<file path="src/rtl/lbei_pkg.sv">
// Package for the LFSR bit error injector: lane count, frame length, LFSR
// taps, seed mixing and the types shared by the lane, output and top modules.
// No dependencies.
`timescale 1ns / 1ps

package lbei_pkg;

  localparam int unsigned LaneCount  = 4;
  localparam int unsigned FrameWords = 16;

  // Lane groups per frame, never fewer than one.
  localparam int unsigned Groups = (FrameWords / LaneCount == 0) ? 1 : FrameWords / LaneCount;
  localparam int unsigned PosW   = (Groups > 1) ? $clog2(Groups) : 1;

  localparam int unsigned WordW    = 32;
  localparam int unsigned LaneW    = WordW + 1;
  localparam int unsigned ItemW    = LaneCount * LaneW;
  localparam int unsigned TdataW   = ((ItemW + 7) / 8) * 8;

  localparam logic [WordW-1:0] LfsrTaps  = 32'hd000_0001;
  localparam logic [WordW-1:0] LaneMix   = 32'h9E37_79B9;
  localparam logic [WordW-1:0] SeedReset = 32'd19660809;

  typedef logic [PosW-1:0] pos_t;

  // Per-item control from the top level to every lane.
  typedef struct packed {
    logic step;
    logic reseed;
  } lane_ctrl_t;

  // One result as it sits in the output stage.
  typedef struct packed {
    logic              last;
    logic [ItemW-1:0]  data;
  } out_item_t;

  // Lane index times the golden-ratio constant, modulo 2^32.
  function automatic logic [WordW-1:0] lane_mix(input int unsigned lane);
    logic [63:0] prod;
    prod = 64'(lane) * 64'(LaneMix);
    return prod[WordW-1:0];
  endfunction

  // One step of the right-shifting Galois LFSR.
  function automatic logic [WordW-1:0] lfsr_step(input logic [WordW-1:0] s);
    return (s >> 1) ^ (s[0] ? LfsrTaps : '0);
  endfunction

endpackage

</file>
<file path="src/rtl/lbei_lane.sv">
// One lane of the error injector: holds the lane's LFSR, steps it per request
// and flips the data bit when the new value is below the threshold.
// Depends on lbei_pkg.
`timescale 1ns / 1ps

module lbei_lane (
  input  logic                        clk_i,
  input  logic                        rst_ni,
  input  lbei_pkg::lane_ctrl_t        ctrl_i,
  input  logic [lbei_pkg::WordW-1:0]  reseed_val_i,
  input  logic [lbei_pkg::WordW-1:0]  prob_i,
  input  logic                        bit_i,
  output logic [lbei_pkg::WordW-1:0]  word_o,
  output logic                        noisy_o
);

  logic [lbei_pkg::WordW-1:0] gen_q, gen_d;
  logic [lbei_pkg::WordW-1:0] base;

  // At a frame start the freshly mixed seed replaces the stored state.
  assign base    = ctrl_i.reseed ? reseed_val_i : gen_q;
  assign gen_d   = lbei_pkg::lfsr_step(base);
  assign word_o  = gen_d;
  assign noisy_o = bit_i ^ (gen_d < prob_i);

  always_ff @(posedge clk_i or negedge rst_ni) begin
    if (!rst_ni) begin
      gen_q <= '0;
    end else if (ctrl_i.step) begin
      gen_q <= gen_d;
    end
  end

endmodule

</file>
<file path="src/rtl/lbei_out.sv">
// Output stage of the error injector: merges the lane results into one
// stream item and holds it in a main register backed by a skid register.
// Depends on lbei_pkg.
`timescale 1ns / 1ps

module lbei_out (
  input  logic                  clk_i,
  input  logic                  rst_ni,
  input  logic                  in_valid_i,
  output logic                  in_ready_o,
  input  lbei_pkg::out_item_t   in_item_i,
  output logic                  out_valid_o,
  input  logic                  out_ready_i,
  output lbei_pkg::out_item_t   out_item_o
);

  logic                main_valid_q, skid_valid_q;
  lbei_pkg::out_item_t main_q, skid_q;
  logic                in_fire, take;

  assign in_ready_o  = !skid_valid_q;
  assign in_fire     = in_valid_i && in_ready_o;
  assign take        = main_valid_q && out_ready_i;
  assign out_valid_o = main_valid_q;
  assign out_item_o  = main_q;

  always_ff @(posedge clk_i or negedge rst_ni) begin
    if (!rst_ni) begin
      main_valid_q <= 1'b0;
      skid_valid_q <= 1'b0;
    end else if (take) begin
      if (skid_valid_q) begin
        skid_valid_q <= 1'b0;
      end else begin
        main_valid_q <= in_fire;
      end
    end else if (in_fire) begin
      if (!main_valid_q) begin
        main_valid_q <= 1'b1;
      end else begin
        skid_valid_q <= 1'b1;
      end
    end
  end

  always_ff @(posedge clk_i) begin
    if (take) begin
      if (skid_valid_q) begin
        main_q <= skid_q;
      end else if (in_fire) begin
        main_q <= in_item_i;
      end
    end else if (in_fire) begin
      if (!main_valid_q) begin
        main_q <= in_item_i;
      end else begin
        skid_q <= in_item_i;
      end
    end
  end

endmodule

</file>
<file path="src/rtl/lfsr_bit_error_injector.sv">
// Top level of the LFSR bit error injector: seed register, frame position
// counter, the parallel lanes and the output stage.
// Depends on lbei_pkg, lbei_lane and lbei_out.
// All lanes step their LFSRs together; each result is registered in lbei_out.
// Throughput: one lane group per cycle while the skid register is empty.
// The skid register lets one more request in while a result waits downstream.
// Reset: seed returns to 19660809, frame position to zero, output stage empty.
`timescale 1ns / 1ps

module lfsr_bit_error_injector (
  input  logic                         clk_i,
  input  logic                         rst_ni,
  input  logic                         cfg_valid_i,
  output logic                         cfg_ready_o,
  input  logic [lbei_pkg::WordW-1:0]   cfg_data_i,
  input  logic                         s_axis_tvalid,
  output logic                         s_axis_tready,
  // Per lane from lane 0 up: flip_probability_i[31:0], data_bit_i; zero fill.
  input  logic [lbei_pkg::TdataW-1:0]  s_axis_tdata,
  output logic                         m_axis_tvalid,
  input  logic                         m_axis_tready,
  // Per lane from lane 0 up: random_word_i[31:0], noisy_bit_i; zero fill.
  output logic [lbei_pkg::TdataW-1:0]  m_axis_tdata,
  // last_of_frame.
  output logic                         m_axis_tlast
);

  logic [lbei_pkg::WordW-1:0] seed_q;
  lbei_pkg::pos_t             pos_q, pos_d;
  logic                       in_fire, last;
  lbei_pkg::lane_ctrl_t       ctrl;
  lbei_pkg::out_item_t        item, out_item;

  assign cfg_ready_o = 1'b1;

  always_ff @(posedge clk_i or negedge rst_ni) begin
    if (!rst_ni) begin
      seed_q <= lbei_pkg::SeedReset;
    end else if (cfg_valid_i) begin
      seed_q <= cfg_data_i;
    end
  end

  assign in_fire = s_axis_tvalid && s_axis_tready;
  assign last    = (pos_q == lbei_pkg::PosW'(lbei_pkg::Groups - 1));
  assign pos_d   = last ? '0 : pos_q + lbei_pkg::PosW'(1);

  always_ff @(posedge clk_i or negedge rst_ni) begin
    if (!rst_ni) begin
      pos_q <= '0;
    end else if (in_fire) begin
      pos_q <= pos_d;
    end
  end

  assign ctrl.step   = in_fire;
  assign ctrl.reseed = (pos_q == '0);

  for (genvar g = 0; g < lbei_pkg::LaneCount; g++) begin : g_lane
    lbei_lane u_lane (
      .clk_i        (clk_i),
      .rst_ni       (rst_ni),
      .ctrl_i       (ctrl),
      .reseed_val_i (seed_q ^ lbei_pkg::lane_mix(g)),
      .prob_i       (s_axis_tdata[g*lbei_pkg::LaneW +: lbei_pkg::WordW]),
      .bit_i        (s_axis_tdata[g*lbei_pkg::LaneW + lbei_pkg::WordW]),
      .word_o       (item.data[g*lbei_pkg::LaneW +: lbei_pkg::WordW]),
      .noisy_o      (item.data[g*lbei_pkg::LaneW + lbei_pkg::WordW])
    );
  end

  assign item.last = last;

  lbei_out u_out (
    .clk_i       (clk_i),
    .rst_ni      (rst_ni),
    .in_valid_i  (s_axis_tvalid),
    .in_ready_o  (s_axis_tready),
    .in_item_i   (item),
    .out_valid_o (m_axis_tvalid),
    .out_ready_i (m_axis_tready),
    .out_item_o  (out_item)
  );

  assign m_axis_tdata = lbei_pkg::TdataW'(out_item.data);
  assign m_axis_tlast = out_item.last;

endmodule

</file>
<file path="config.mk">
export PLATFORM = sky130hd
export DESIGN_NAME = lfsr_bit_error_injector
export DESIGN_NICKNAME = d
export VERILOG_FILES = /design/src/rtl/lbei_pkg.sv /design/src/rtl/lbei_lane.sv /design/src/rtl/lbei_out.sv /design/src/rtl/lfsr_bit_error_injector.sv
export SDC_FILE = /design/constraint.sdc
export NUM_CORES = 1
export LEC_CHECK = 0
export ABC_AREA = 1
export BUFFER_PORTS_ARGS = -buffer_cell sky130_fd_sc_hd__buf_2
export CORE_ASPECT_RATIO = 1.1
export CORE_MARGIN = 3
export CORE_UTILIZATION = 45
export CTS_CLUSTER_DIAMETER = 200
export DETAILED_ROUTE_END_ITERATION = 16
export PLACE_DENSITY = 0.66
export SLEW_MARGIN = 20
export SYNTH_ARGS = -nofsm -noshare
export SYNTH_HDL_FRONTEND = slang
export SYNTH_SLANG_ARGS = --single-unit
export TNS_END_PERCENT = 50
</file>
<file path="constraint.sdc">
create_clock -name clk_i -period 11.4 [get_ports clk_i]
set_input_delay 1.14 -clock clk_i [delete_from_list [all_inputs] [get_ports clk_i]]
set_output_delay 1.14 -clock clk_i [all_outputs]
set_load 0.01 [all_outputs]
</file>
==> run_results.csv <==
group,metric,value,unit
clock_network,cts.root.buffer_cell,"sky130_fd_sc_hd__clkbuf_16",
power,clkPwrFrac,0.203,
route,drt-initial-drc-count,1126,
floorplan,initial_utilization,0.457,
worst_setup_path,critical_path.endpoint_type,"register",
route,firstDrtPassIters,5,
place,gp_congestion,0.891,
logic_synthesis,yosysTopAreaCellShare,0.391,
job,drv.max_cap_violation_count,0,
global_routing,antenna_found_initial,3,
clock_network,cts_repair_resized_insts,0,
clock_network,post_cts_buffers,0,
clock_network,clock_sinks,430,
hold_path,hold_path_class,"reg2reg",
clock_network,clk_pin_slew,0.06,ns
worst_setup_path,startpoint_type,"register",
worst_setup_path,worstSetupPathType,"reg2reg",
global_routing,grtUsageMet2,0.353,
worst_setup_path,critical_path_arrival,4.42,ns
floorplan,floorplan.die.width,209,µm
clock_network,cts_buffer_depth,3,
floorplan,die_h,229,µm
logic_synthesis,synth-async-reset-ratio,0.381,
logic_synthesis,ys_types,38,
place,preCtsSetupSlack,7.32,ns
route,detail_route.wirelength,53.7,mm
route,drt.antenna.violating_nets,0,
floorplan,ports_placed_on_the_boundary,313,
sta,worst-slew-pin-transition,0.978,ns
power,pwr-share-comb,0.429,
global_routing,grt_overflow,0,
clock_network,cts_tree,"built",
sta,grt_setup_unrepaired,"no",
finish,design.final.nets,2678,
sta,final-hold-violation-count,0,
logic_synthesis,synth_seq_cells,430,
worst_setup_path,crit_path_start,"pos_q[0]$_DFFE_PN0P_",
finish,area_growth,17.7,%
logic_synthesis,seq_area_frac_synth,0.593,
sta,setup_tns,0,ns
worst_setup_path,critPathRequiredTime,11.71,ns
sta,finalClockSkew,0.0261,ns
clock_network,cts_hold_buffers,0,
power,power.net_switching,3.01,mW
hold_path,min_from,"g_lane[2].u_lane.gen_q[22]$_DFFE_PN0P_",
worst_setup_path,critical_path.top_delay_family,"simple AND/OR/NAND/NOR gates",
logic_synthesis,synth-edff-count,266,
worst_setup_path,critical_path.most_common_cell,"sky130_fd_sc_hd__nand2_1",
global_routing,global_route_wire_length_before_repair,83.4,mm
power,reg_power_frac,0.368,
worst_setup_path,cell_by_cell_listing_of_the_critical_path,"inv_1 > ha_2 > inv_4 > buf_4 > nor2_1 > a21oi_1 > ha_1 > a21oi_1 > nor2_1 > a211oi_1 > nand2_1 > nand2_1 > nand2_1 > nand2_1 > nand3_1 > and2_1",
power,swShare,0.401,
route,wire_per_inst,17.9,µm
logic_synthesis,syn-cell-area,20400,µm²
floorplan,die_area,48000,µm²
worst_setup_path,max_stage_delay,0.64,ns
global_routing,grt.met1_usage,0.315,
power,cell_internal_pwr,4.49,mW
global_routing,maximum_number_of_pins_on_one_net_before_global_route_repair,115,
global_routing,top_usage_layer,"met2",
global_routing,via_count_of_the_first_global_routing_pass,15000,
sta,max_slew_headroom,0.348,
logic_synthesis,synth_top_area_cell,"sky130_fd_sc_hd__edfxtp_1",
worst_setup_path,worst-path-buf-inv,3,
route,route.detailed.drc,0,
floorplan,core-area,44700,µm²
global_routing,grt_util_met3,0.0288,
place,hpwl,37.3,mm
logic_synthesis,synth.yosys.warnings,0,
sta,period_minus_slack,4.11,ns
logic_synthesis,ys.flop_type,"sky130_fd_sc_hd__edfxtp_1",
worst_setup_path,cp_slowest_cell,"sky130_fd_sc_hd__buf_4",
logic_synthesis,synthesis.instances,2093,
sta,setup_slack_of_the_critical_path_after_layout,7.29,ns
worst_setup_path,worst_r2r_startpoint,"pos_q[0]$_DFFE_PN0P_",
route,viasPerCell,5.06,
power,power_density,312,nW/µm²
sta,maximum_frequency_from_static_timing_analysis,243,MHz
sta,slew_viol_final,0,
sta,final-setup-viol-count,0,
logic_synthesis,avg_inst_size_synth,9.75,µm²
clock_network,worst_skew_pair.late_latency,0.58,ns
place,i_o_buffers,303,
outcome,run_status,"completed",
logic_synthesis,synth_top_cells_by_area,"sky130_fd_sc_hd__edfxtp_1 (39%), sky130_fd_sc_hd__dfrtp_1 (19%), sky130_fd_sc_hd__nand2_1 (12%)",
global_routing,grt.total_usage,0.223,
clock_network,cts_buffers,45,
worst_setup_path,crit_path_max_fanout,61,
sta,timing.final.crit_share,0.361,
clock_network,cts_htree_levels,2,
power,vdd_drop_max,0.157,mV
finish,final_layout_size_suffix_gt1_frac,0.184,
power,total_leakage_power,11.5,nW
route,dr_total_vias,15200,
floorplan,placementRows,81,
routing by layer:
metal | up-vias | part of all wire
met5 | - | 0
met4 | 0 | 0.033
met3 | 86 | 0.050
met2 | 451 | 0.46
met1 | 7229 | 0.45
li1 | 7406 | -
power by group through the flow:
| stage | Sequential, mW | Combinational [mW] | Clock, mW |
|---|---|---|---|
| floorplan | 2.92 | 1.93 | 0 |
| global placement | 2.77 | 3.12 | 0 |
| detailed placement | 2.78 | 3.23 | 0 |
| CTS | 2.76 | 3.26 | 1.56 |
| global route | 2.81 | 3.67 | 1.61 |
| finish | 2.76 | 3.22 | 1.52 |
cell usage after synthesis (7+ instances only):
cell type and n:
sky130_fd_sc_hd__o21ai_1 10, sky130_fd_sc_hd__inv_1 288, sky130_fd_sc_hd__clkbuf_1 64, sky130_fd_sc_hd__a31oi_1 12
sky130_fd_sc_hd__ha_1 127, sky130_fd_sc_hd__o21bai_1 12, sky130_fd_sc_hd__dfrtp_1 158, sky130_fd_sc_hd__mux2_2 29
sky130_fd_sc_hd__o21ai_0 158, sky130_fd_sc_hd__nor2_1 78, sky130_fd_sc_hd__a21oi_1 130, sky130_fd_sc_hd__buf_1 7
sky130_fd_sc_hd__nand4_1 11, sky130_fd_sc_hd__nand2_1 646, sky130_fd_sc_hd__nand3_1 19, sky130_fd_sc_hd__edfxtp_1 266
sky130_fd_sc_hd__buf_2 7
cell type report:
class / count / area [µm²]
Antenna cell: 4 / 10.0
Clock buffer: 66 / 1320
Clock inverter: 18 / 214
Fill cell: 3935 / 20700
Inverter: 291 / 1100
Multi-Input combinational cell: 1289 / 6890
Sequential cell: 430 / 12100
Tap cell: 581 / 727
Timing Repair Buffer: 321 / 1660
sequential cells by signal, indices dropped and copies added, names as in the netlist:
| signal | flops |
|---|---|
| u_out.out_item_o | 133 |
| u_out.skid_q | 133 |
| g_lane.u_lane.gen_q | 128 |
| seed_q | 32 |
| pos_q | 2 |
| u_out.out_valid_o | 1 |
| u_out.skid_valid_q | 1 |
metrics by stage:
| stage | total power [mW] | utilization | hold WS [ns] | instance area [µm²] | std cells |
|---|---|---|---|---|---|
| after floorplan | 4.86 | - | 0.444 | 20400 | 2096 |
| after global placement | 5.89 | 0.503 | 0.458 | 22500 | 2912 |
| after detailed placement | 6.01 | 0.503 | 0.467 | 22500 | 2912 |
| after CTS | 7.57 | 0.537 | 0.482 | 24000 | 2996 |
| after global routing | 8.10 | 0.537 | 0.506 | 24000 | 2999 |
| final | 7.50 | 0.537 | 0.480 | 24000 | 3000 |
worst reg2reg max path: stages, from the launching register on:
cell and delay (ns):
sky130_fd_sc_hd__dfrtp_1 0.35, sky130_fd_sc_hd__inv_1 0.09, sky130_fd_sc_hd__ha_2 0.21, sky130_fd_sc_hd__inv_4 0.25, sky130_fd_sc_hd__buf_4 0.64, sky130_fd_sc_hd__nor2_1 0.33
sky130_fd_sc_hd__a21oi_1 0.45, sky130_fd_sc_hd__ha_1 0.34, sky130_fd_sc_hd__a21oi_1 0.18, sky130_fd_sc_hd__nor2_1 0.05, sky130_fd_sc_hd__a211oi_1 0.17, sky130_fd_sc_hd__nand2_1 0.22
sky130_fd_sc_hd__nand2_1 0.11, sky130_fd_sc_hd__nand2_1 0.09, sky130_fd_sc_hd__nand2_1 0.11, sky130_fd_sc_hd__nand3_1 0.09, sky130_fd_sc_hd__and2_1 0.17
placed cells by master, fill, tap and decap left out, drive strengths merged, types with 4 or more instances in the layout:
master | synthesis | layout
o21bai | 12 | 12
clkinv | 1 | 13
bufinv | 0 | 5
dfrtp | 158 | 158
nor3 | 4 | 4
nand4 | 11 | 11
dfstp | 6 | 6
mux2 | 29 | 29
nand2 | 652 | 652
nand3 | 19 | 19
nor2 | 78 | 78
xor2 | 5 | 5
ha | 127 | 127
edfxtp | 266 | 266
buf | 22 | 321
clkbuf | 64 | 66
a211oi | 5 | 5
a31oi | 12 | 12
o21a | 6 | 6
diode | 0 | 4
conb | 2 | 5
a21oi | 130 | 130
and2 | 4 | 4
o21ai | 172 | 172
inv | 290 | 291
nor4 | 5 | 5
cells by family after synthesis:
group           share of synthesized area
compound gates                     0.0908
xor+xnor                          0.00343
fa+ha+maj                          0.0778
buf+inv                            0.0719
flops                               0.593
mux                                0.0160
other cells                      0.000368
simple gates                        0.147
final timing paths:
check	endpoint	slack, ns	depth (start not counted)
hold / removal	g_lane[2].u_lane.gen_q[22]$_DFFE_PN0P_	0.48	2
hold reg to reg	g_lane[2].u_lane.gen_q[22]$_DFFE_PN0P_	0.48	2
max in group asynchronous	g_lane[3].u_lane.gen_q[14]$_DFFE_PN0P_	9.26	2
min in group asynchronous	g_lane[2].u_lane.gen_q[3]$_DFFE_PN0P_	0.68	1
setup / recovery	u_out.skid_q[65]$_DFFE_PP_	7.29	16
setup reg to reg	u_out.skid_q[65]$_DFFE_PP_	7.29	16
(Power assumes the default switching activity.)
